[src/design/osa_pkg.sv]
// shared constants and codes for the owned slot allocator
package osa_pkg;

	localparam int SLOT_COUNT_DEF = 64;
	localparam int OWNER_BITS_DEF = 22;

	localparam int OPCODE_W = 2;
	localparam int OWNER_ID_W = 22;
	localparam int SLOT_IDX_W = 10;
	localparam int STATUS_W = 3;
	localparam int CFG_W = 7;
	localparam int CMP_W = SLOT_IDX_W + 1;

	localparam logic [CFG_W-1:0] CFG_RESET = CFG_W'(64);

	localparam logic [OPCODE_W-1:0] OP_ACQ_ONE = 2'd0;
	localparam logic [OPCODE_W-1:0] OP_REL_ONE = 2'd1;
	localparam logic [OPCODE_W-1:0] OP_ACQ_RANGE = 2'd2;
	localparam logic [OPCODE_W-1:0] OP_REL_ALL = 2'd3;

	localparam logic [STATUS_W-1:0] ST_OK = 3'd0;
	localparam logic [STATUS_W-1:0] ST_NOSPACE = 3'd1;
	localparam logic [STATUS_W-1:0] ST_INVALID = 3'd2;
	localparam logic [STATUS_W-1:0] ST_DENIED = 3'd3;
	localparam logic [STATUS_W-1:0] ST_BUSY = 3'd4;

	typedef enum logic [3:0] {
		S_IDLE  = 4'b0001,
		S_PASS1 = 4'b0010,
		S_PASS2 = 4'b0100,
		S_DONE  = 4'b1000
	} state_t;

endpackage

[src/design/osa_cell.sv]
// one ring cell: busy bit and owner tag of one slot, handed on when the ring turns
module osa_cell import osa_pkg::*; #(
	parameter int OWNER_BITS = OWNER_BITS_DEF
) (
	input  logic                  clk,
	input  logic                  arst_n,
	input  logic                  shift,
	input  logic                  busy_in,
	input  logic [OWNER_BITS-1:0] owner_in,
	output logic                  busy_q,
	output logic [OWNER_BITS-1:0] owner_q
);

	always_ff @(posedge clk or negedge arst_n) begin
		if (!arst_n) begin
			busy_q  <= 1'b0;
			owner_q <= '0;
		end else if (shift) begin
			busy_q  <= busy_in;
			owner_q <= owner_in;
		end
	end

endmodule

[src/design/osa_ctrl.sv]
// request sequencer: walks the ring one slot per cycle and edits the head slot
module osa_ctrl import osa_pkg::*; #(
	parameter int SLOT_COUNT = SLOT_COUNT_DEF,
	parameter int OWNER_BITS = OWNER_BITS_DEF
) (
	input  logic                  clk,
	input  logic                  arst_n,
	input  logic                  in_valid,
	output logic                  in_ready,
	input  logic [OPCODE_W-1:0]   opcode,
	input  logic [OWNER_ID_W-1:0] owner_id,
	input  logic [SLOT_IDX_W-1:0] slot_sel,
	input  logic [SLOT_IDX_W-1:0] range_end,
	input  logic                  range_contiguous,
	output logic                  out_valid,
	input  logic                  out_ready,
	output logic [STATUS_W-1:0]   status,
	output logic [SLOT_IDX_W-1:0] granted_slot,
	input  logic                  cfg_we,
	input  logic [CFG_W-1:0]      cfg_wdata,
	output logic                  shift,
	input  logic                  head_busy,
	input  logic [OWNER_BITS-1:0] head_owner,
	output logic                  wb_busy,
	output logic [OWNER_BITS-1:0] wb_owner
);

	localparam int IDX_W = (SLOT_COUNT > 1) ? $clog2(SLOT_COUNT) : 1;
	localparam logic [IDX_W-1:0] LAST_IDX = IDX_W'(SLOT_COUNT - 1);

	state_t                  state_q;
	logic [CFG_W-1:0]        slots_q;
	logic [OPCODE_W-1:0]     op_q;
	logic [OWNER_BITS-1:0]   who_q;
	logic [SLOT_IDX_W-1:0]   first_q;
	logic [SLOT_IDX_W-1:0]   last_q;
	logic [IDX_W-1:0]        cnt_q;
	logic [STATUS_W-1:0]     res_status_q;
	logic [SLOT_IDX_W-1:0]   res_slot_q;
	logic                    out_valid_q;
	logic [STATUS_W-1:0]     status_q;
	logic [SLOT_IDX_W-1:0]   granted_q;

	logic [CMP_W-1:0]        n_x;
	logic [CMP_W-1:0]        cnt_x;
	logic [CMP_W-1:0]        first_x;
	logic [CMP_W-1:0]        last_x;
	logic [CMP_W-1:0]        first_in;
	logic [CMP_W-1:0]        last_in;
	logic [OWNER_BITS-1:0]   who_in;
	logic                    accept;
	logic                    end_pass;
	logic                    in_n;
	logic                    in_span;
	logic                    at_first;
	logic                    owned;
	logic                    take_c;
	logic                    clear_rel;
	logic                    deny_c;
	logic                    hit_c;
	logic                    set_rng;
	logic                    clear_all;
	logic                    bad_args;
	logic [STATUS_W-1:0]     init_status;

	assign in_ready     = (state_q == S_IDLE);
	assign accept       = in_valid && in_ready;
	assign out_valid    = out_valid_q;
	assign status       = status_q;
	assign granted_slot = granted_q;
	assign shift        = (state_q == S_PASS1) || (state_q == S_PASS2);
	assign end_pass     = (cnt_q == LAST_IDX);

	// effective slot count saturates at the built size
	assign n_x = (CMP_W'(slots_q) > CMP_W'(SLOT_COUNT)) ? CMP_W'(SLOT_COUNT)
		: CMP_W'(slots_q);
	assign cnt_x    = CMP_W'(cnt_q);
	assign first_x  = CMP_W'(first_q);
	assign last_x   = CMP_W'(last_q);
	assign first_in = CMP_W'(slot_sel);
	assign last_in  = CMP_W'(range_end);
	assign who_in   = OWNER_BITS'(32'(owner_id));

	assign in_n     = cnt_x < n_x;
	assign in_span  = (cnt_x >= first_x) && (cnt_x <= last_x);
	assign at_first = (cnt_x == first_x);
	assign owned    = head_busy && (head_owner == who_q);

	assign take_c    = (state_q == S_PASS1) && (op_q == OP_ACQ_ONE)
		&& (res_status_q == ST_NOSPACE) && in_n && !head_busy;
	assign clear_rel = (state_q == S_PASS1) && (op_q == OP_REL_ONE) && at_first && owned;
	assign deny_c    = (state_q == S_PASS1) && (op_q == OP_REL_ONE) && at_first && !owned;
	assign hit_c     = (state_q == S_PASS1) && (op_q == OP_ACQ_RANGE) && in_span && head_busy;
	assign set_rng   = (state_q == S_PASS2) && in_span;
	assign clear_all = (state_q == S_PASS1) && (op_q == OP_REL_ALL) && in_n && owned;

	always_comb begin
		wb_busy  = head_busy;
		wb_owner = head_owner;
		if (take_c || set_rng) begin
			wb_busy  = 1'b1;
			wb_owner = who_q;
		end else if (clear_rel || clear_all) begin
			wb_busy  = 1'b0;
			wb_owner = '0;
		end
	end

	// argument checks and starting status of a new word
	always_comb begin
		bad_args    = 1'b0;
		init_status = ST_OK;
		unique case (opcode)
			OP_ACQ_ONE: init_status = ST_NOSPACE;
			OP_REL_ONE: bad_args = (first_in >= n_x);
			OP_ACQ_RANGE: bad_args = !range_contiguous || (first_in >= n_x)
				|| (last_in >= n_x) || (first_in > last_in);
			default: init_status = ST_OK;
		endcase
		if (bad_args) begin
			init_status = ST_INVALID;
		end
	end

	always_ff @(posedge clk or negedge arst_n) begin
		if (!arst_n) begin
			state_q      <= S_IDLE;
			slots_q      <= CFG_RESET;
			cnt_q        <= '0;
			res_status_q <= ST_OK;
			res_slot_q   <= '0;
			out_valid_q  <= 1'b0;
		end else begin
			if (cfg_we) begin
				slots_q <= cfg_wdata;
			end
			// in the done state the output register is reloaded below instead
			if (out_valid_q && out_ready && state_q != S_DONE) begin
				out_valid_q <= 1'b0;
			end
			if (shift) begin
				cnt_q <= end_pass ? '0 : cnt_q + IDX_W'(1);
			end
			if (take_c) begin
				res_status_q <= ST_OK;
				res_slot_q   <= SLOT_IDX_W'(cnt_q);
			end
			if (deny_c) begin
				res_status_q <= ST_DENIED;
			end
			if (hit_c) begin
				res_status_q <= ST_BUSY;
			end
			unique case (state_q)
				S_IDLE: begin
					if (accept) begin
						res_status_q <= init_status;
						res_slot_q   <= '0;
						cnt_q        <= '0;
						state_q      <= bad_args ? S_DONE : S_PASS1;
					end
				end
				S_PASS1: begin
					if (end_pass) begin
						state_q <= (op_q == OP_ACQ_RANGE && !hit_c && res_status_q == ST_OK)
							? S_PASS2 : S_DONE;
					end
				end
				S_PASS2: begin
					if (end_pass) begin
						res_slot_q <= first_q;
						state_q    <= S_DONE;
					end
				end
				S_DONE: begin
					if (!out_valid_q || out_ready) begin
						out_valid_q <= 1'b1;
						state_q     <= S_IDLE;
					end
				end
				default: state_q <= S_IDLE;
			endcase
		end
	end

	always_ff @(posedge clk) begin
		if (accept) begin
			op_q    <= opcode;
			who_q   <= who_in;
			first_q <= slot_sel;
			last_q  <= range_end;
		end
		if (state_q == S_DONE && (!out_valid_q || out_ready)) begin
			status_q  <= res_status_q;
			granted_q <= res_slot_q;
		end
	end

endmodule

[src/design/owned_slot_allocator_unit.sv]
// owned slot allocator: ring of slot cells turned by the request sequencer
// bad arguments go straight to the done state; acquire-one, release-one and release-all
// take one turn of the ring; acquire-range takes a check turn, then a take turn only
// if no slot in its range is busy; one word at a time; each full turn of the slot ring
// visits every slot once at its head; done holds while an earlier result is not taken
// reset: all slots free with owner tag zero, slot count register at 64
module owned_slot_allocator_unit import osa_pkg::*; #(
	parameter int SLOT_COUNT = SLOT_COUNT_DEF,
	parameter int OWNER_BITS = OWNER_BITS_DEF
) (
	input  logic                  clk,
	input  logic                  arst_n,
	input  logic                  in_valid,
	output logic                  in_ready,
	input  logic [OPCODE_W-1:0]   opcode,
	input  logic [OWNER_ID_W-1:0] owner_id,
	input  logic [SLOT_IDX_W-1:0] slot_sel,
	input  logic [SLOT_IDX_W-1:0] range_end,
	input  logic                  range_contiguous,
	output logic                  out_valid,
	input  logic                  out_ready,
	output logic [STATUS_W-1:0]   status,
	output logic [SLOT_IDX_W-1:0] granted_slot,
	input  logic                  cfg_we,
	input  logic [CFG_W-1:0]      cfg_wdata
);

	logic                  shift;
	logic                  wb_busy;
	logic [OWNER_BITS-1:0] wb_owner;
	logic                  ring_busy [SLOT_COUNT];
	logic [OWNER_BITS-1:0] ring_owner [SLOT_COUNT];

	osa_ctrl #(
		.SLOT_COUNT(SLOT_COUNT),
		.OWNER_BITS(OWNER_BITS)
	) u_ctrl (
		.clk              (clk),
		.arst_n           (arst_n),
		.in_valid         (in_valid),
		.in_ready         (in_ready),
		.opcode           (opcode),
		.owner_id         (owner_id),
		.slot_sel         (slot_sel),
		.range_end        (range_end),
		.range_contiguous (range_contiguous),
		.out_valid        (out_valid),
		.out_ready        (out_ready),
		.status           (status),
		.granted_slot     (granted_slot),
		.cfg_we           (cfg_we),
		.cfg_wdata        (cfg_wdata),
		.shift            (shift),
		.head_busy        (ring_busy[0]),
		.head_owner       (ring_owner[0]),
		.wb_busy          (wb_busy),
		.wb_owner         (wb_owner)
	);

	// cell 0 is the head; the edited head slot re-enters at the tail
	for (genvar k = 0; k < SLOT_COUNT; k++) begin : g_ring
		logic                  nxt_busy;
		logic [OWNER_BITS-1:0] nxt_owner;
		if (k == SLOT_COUNT - 1) begin : g_tail
			assign nxt_busy  = wb_busy;
			assign nxt_owner = wb_owner;
		end else begin : g_mid
			assign nxt_busy  = ring_busy[k+1];
			assign nxt_owner = ring_owner[k+1];
		end
		osa_cell #(
			.OWNER_BITS(OWNER_BITS)
		) u_cell (
			.clk      (clk),
			.arst_n   (arst_n),
			.shift    (shift),
			.busy_in  (nxt_busy),
			.owner_in (nxt_owner),
			.busy_q   (ring_busy[k]),
			.owner_q  (ring_owner[k])
		);
	end

endmodule
[config.mk]
export PLATFORM = sky130hd
export DESIGN_NAME = owned_slot_allocator_unit
export DESIGN_NICKNAME = d
export VERILOG_FILES = /design/src/design/osa_pkg.sv /design/src/design/osa_cell.sv /design/src/design/osa_ctrl.sv /design/src/design/owned_slot_allocator_unit.sv
export SDC_FILE = /design/constraint.sdc
export NUM_CORES = 2
export LEC_CHECK = 0
export BUFFER_PORTS_ARGS = -buffer_cell sky130_fd_sc_hd__buf_4
export CAP_MARGIN = 25
export CORE_MARGIN = 5
export CORE_UTILIZATION = 44
export DETAILED_ROUTE_END_ITERATION = 16
export PLACE_DENSITY = 0.67
export SLEW_MARGIN = 20
export SYNTH_ARGS = -nofsm -noshare
export SYNTH_HDL_FRONTEND = slang
export SYNTH_SLANG_ARGS = --single-unit
[constraint.sdc]
create_clock -name clk -period 6.9 [get_ports clk]
set_input_delay 0.69 -clock clk [delete_from_list [all_inputs] [get_ports clk]]
set_output_delay 0.69 -clock clk [all_outputs]
set_load 0.02 [all_outputs]
==> key figures <==
Outcome
  – Status: completed

Detailed routing
  – DRC violations left: 0
  – Vias per inst: approximately 4.8
  – WL per Instance: ~13 µm
  – First-pass detailed-route iteration total: 5
  – Routed Antenna Nets: 0
  – Via count: about 40000
  – DR iter-0 viols: between 3000 and 4000
  – Post-Route WL: around 110 mm

Clock network
  – # clock sinks: roughly 1600
  – Cts bufs inserted: roughly 150
  – Clk slew on worst S/H paths: ~60 ps
  – # Post-CTS Setup Buffers: 0
  – H-tree Lvls: 4
  – Longest Clk Path Bufs: 3
  – Worst skew pair latency: 770 ps
  – Root Buffer Master: clkbuf_16
  – CTS tree: built
  – Post-CTS sizing: 0

Cells and area
  – Final net count: 6666
  – Finished Layout Cells: between 8000 and 9000
  – Diode count: 0
  – Layout Utilization: 0.494
  – Layout cells sized above 1: 0.0575
  – Area Growth Syn to Fin: 11.8%

Synth
  – Sequential element share of the synthesized area: 0.658
  – Ys async rst share: 0.963
  – Yosys top cell area share: 0.628
  – Mux cell area share after synthesis: 0.00214
  – Largest family of logic cells by synthesized area: simple AND/OR/NAND/NOR gates
  – Synth Flop Type: dfrtp_1
  – Compound-Gate Fraction of Synth Area: 0.0132
  – Synth warn: 0
  – Avg Inst Size Synth: around 9.0 µm²
  – Number of distinct library cells after synthesis: 60
  – Cells after synthesis: 6624
  – Simple-gate portion of the synthesized area: 0.287
  – Adder-cell area share of the yosys netlist: 0.00942
  – Area contributors post-synth: dfrtp_1 (63%), nand2_1 (28%), edfxtp_1 (2.9%), buf_2 (1.4%), clkbuf_1 (1.0%)
  – Syn nets: approximately 6700
  – Post-synth top area cell: dfrtp_1
  – Seq cells post-synth: about 1600
  – Synthesized area: between 50000 and 60000 µm²
  – Xor and xnor fraction of the mapped netlist area: 0.00396
  – Number of synthesized flops with an enable pin: 57

Place
  – Placer Congestion: between 0.8 and 0.9
  – Pre-CTS setup slack: roughly 3500 ps
  – Dpl cells: 8188
  – IO Port Bufs: slightly above 70
  – Hpwl dp: 62.3 mm

Global route
  – GRT Total Usage: 0.161
  – Grt total ovfl: 0
  – First-pass GRT wire length: about 200 mm
  – Pin count of the biggest net entering global routing: roughly 230
  – Vias in the first global route: between 40000 and 50000
  – Initial antenna violation count: 0

STA
  – RSZ-0062 raised after global routing: false
  – Final setup TNS: 0 ps
  – Fmax: about 0.29 GHz
  – Count of final max-slew check failures: 0
  – Final setup violation count: 0
  – Worst-Margin Slew: 1060 ps
  – Final period util: 0.508
  – Max-slew headroom: 0.290
  – Hold Fails Final Rpt: 0
  – Min cycle time layout: ~3500 ps
  – Final worst slack: about 3400 ps
  – Fin Clk Skew: approximately 23 ps

Setup path
  – Slowest stage delay, CP: 850 ps
  – WS Path Type: flop to flop
  – FF-to-FF setup slack: roughly 3400 ps
  – Crit-path cells: clkinv_1 > nand2_1 > ha_1 > a21oi_1 > o21ai_0 > a221oi_1 > o2111a_1 > nor2_1 > o211ai_1
  – Startpoint types: flop
  – CP required: 7560 ps
  – Crit-path slowest cell: o2111a_1
  – Crit Path Max Fanout: 21
  – Crit path DAT: 4160 ps
  – Worst setup EP type: flop

Die
  – Die ar.: approximately 140000 µm²
  – Chip width: approximately 380 µm
  – Die height: roughly 380 µm
  – Cell Rows: roughly 140
  – Core footprint: roughly 140000 µm²
  – I/O pin cnt: 72
  – Effective utilization at floorplan: 0.442

Pwr
  – Power density over the cells: approximately 300 nW/µm²
  – Peak supply drop: around 0.21 mV
  – Leak Pwr: 37.8 nW

Job
  – Max_cap viols: 0

Worst hold path
  – Worst Hold Class: input port to flop
final timing paths:
path	cells after the start	end	startpoint
min reg2reg	2	g_ring[39].u_cell.owner_q[17]$_DFFE_PN0N_	g_ring[40].u_cell.owner_q[17]$_DFFE_PN0N_
max	9	g_ring[63].u_cell.owner_q[18]$_DFFE_PN0N_	u_ctrl.slots_q[6]$_DFFE_PN1P_
min	1	u_ctrl.who_q[3]$_DFFE_PP_	owner_id[3]
max in group asynchronous	4	g_ring[32].u_cell.owner_q[6]$_DFFE_PN0N_	arst_n
max reg2reg	9	g_ring[63].u_cell.owner_q[18]$_DFFE_PN0N_	u_ctrl.slots_q[6]$_DFFE_PN1P_
min in group asynchronous	2	g_ring[24].u_cell.owner_q[2]$_DFFE_PN0N_	arst_n
area by class of cell:
class | instances | area [µm²]
multi-input combinational | 4699 | 18900
timing repair buffer | 120 | 1170
clock inverter | 45 | 619
tap | 1781 | 2230
clock buffer | 227 | 4500
fill | 12580 | 68500
inverter | 30 | 113
sequential | 1560 | 39300
what timing repair did:
| item | CTS | global route |
|---|---|---|
| hold buffers | 1 | 0 |
| endpoints found under the setup margin | 0 | 0 |
| endpoints found under the hold margin | 122 | 0 |
per-stage QoR:
| step | hold slack [ps] | power [W] | instance area (µm²) |
|---|---|---|---|
| after detailed placement | 440 | 0.0119 | 61600 |
| after global routing | 52.6 | 0.0210 | 66800 |
| after global placement | 443 | 0.0119 | 61600 |
| final | 99.8 | 0.0201 | 66800 |
| after CTS | 35.4 | 0.0204 | 66800 |
| after floorplan | 394 | 0.0112 | 59800 |
state kept, by name, indices dropped and copies added, names as in the netlist, 2 cells and up:
| signal | cells |
|---|---|
| u_ctrl.op_q | 2 |
| u_ctrl.cnt_q | 6 |
| g_ring.u_cell.owner_q | 1408 |
| u_ctrl.res_status_q | 3 |
| u_ctrl.first_q | 10 |
| u_ctrl.state_q | 4 |
| u_ctrl.who_q | 22 |
| u_ctrl.res_slot_q | 10 |
| u_ctrl.last_q | 10 |
| u_ctrl.status | 3 |
| g_ring.u_cell.busy_q | 64 |
| u_ctrl.slots_q | 7 |
| u_ctrl.granted_slot | 10 |
synthesized netlist by cell type, types with 5 or more instances:
master	n
nand2_1	4431
dfrtp_1	1501
clkbuf_1	167
buf_2	165
edfxtp_1	57
ha_1	45
o21ai_0	34
inv_1	28
xnor2_1	23
a21oi_1	14
nor2_1	13
o211ai_1	13
and3_1	11
nand4_1	10
o2111ai_1	10
o211ai_2	10
nand2b_1	7
mux2_2	6
mux2i_1	6
nor2b_1	6
o22ai_1	6
nor4_1	5
cells in the final DEF, fill, tap and decap left out, types with 4 or more instances in the layout:
| cell type | Yosys | final |
|---|---|---|
| nor2_1 | 13 | 13 |
| clkinv_8 | 0 | 5 |
| buf_4 | 1 | 99 |
| o211ai_2 | 10 | 10 |
| and3_1 | 11 | 11 |
| inv_1 | 28 | 28 |
| dfrtp_1 | 1501 | 1501 |
| xor2_1 | 4 | 4 |
| nand2_1 | 4431 | 4430 |
| bufinv_16 | 0 | 10 |
| o22ai_1 | 6 | 6 |
| mux2_2 | 6 | 6 |
| nor4_1 | 5 | 5 |
| o2111ai_1 | 10 | 10 |
| clkbuf_16 | 0 | 157 |
| a21oi_1 | 14 | 14 |
| buf_12 | 1 | 18 |
| nor2b_1 | 6 | 5 |
| o21ai_0 | 34 | 34 |
| nand4_1 | 10 | 10 |
| mux2i_1 | 6 | 6 |
| nand2b_1 | 7 | 7 |
| o211ai_1 | 13 | 13 |
| clkbuf_8 | 0 | 31 |
| edfxtp_1 | 57 | 57 |
| a211oi_1 | 4 | 4 |
| xnor2_1 | 23 | 23 |
| clkbuf_1 | 167 | 39 |
| clkinv_2 | 0 | 21 |
| ha_1 | 45 | 45 |
cells by family after synthesis:
logic type | after synthesis
AND/OR/NAND/NOR | 4506
AO/OA/AOI/OAI | 109
XOR/XNOR | 27
flip-flops | 1560
multiplexers | 12
adder cells (fa/ha/maj) | 45
buffers and inverters | 365
metal layers:
layer / vias up / share of wire / global-route usage
met5: - / 0 / 0
met4: 0 / 0.022 / 0.0465
met3: 182 / 0.032 / 0.0264
met2: 449 / 0.47 / 0.258
met1: 19556 / 0.48 / 0.228
li1: 20041 / - / -
where the power goes:
| part | total, W | leakage [nW] | switching (W) | internal (W) |
|---|---|---|---|---|
| sequential | 0.00962 | 21.5 | 0.000169 | 0.00945 |
| combinational | 0.00206 | 13.7 | 0.00175 | 0.000314 |
| clock | 0.00843 | 2.52 | 0.00351 | 0.00492 |
| total | 0.0201 | 37.8 | 0.00543 | 0.0147 |
critical path, delay by kind of cell, from the launching register on:
kind                     cells  cell delay [ps]
AO/OA/AOI/OAI                5             1770
flip-flops                   1              560
AND/OR/NAND/NOR              2              530
adder cells (fa/ha/maj)      1              270
buffers and inverters        1              240
(Power assumes the default switching activity.)
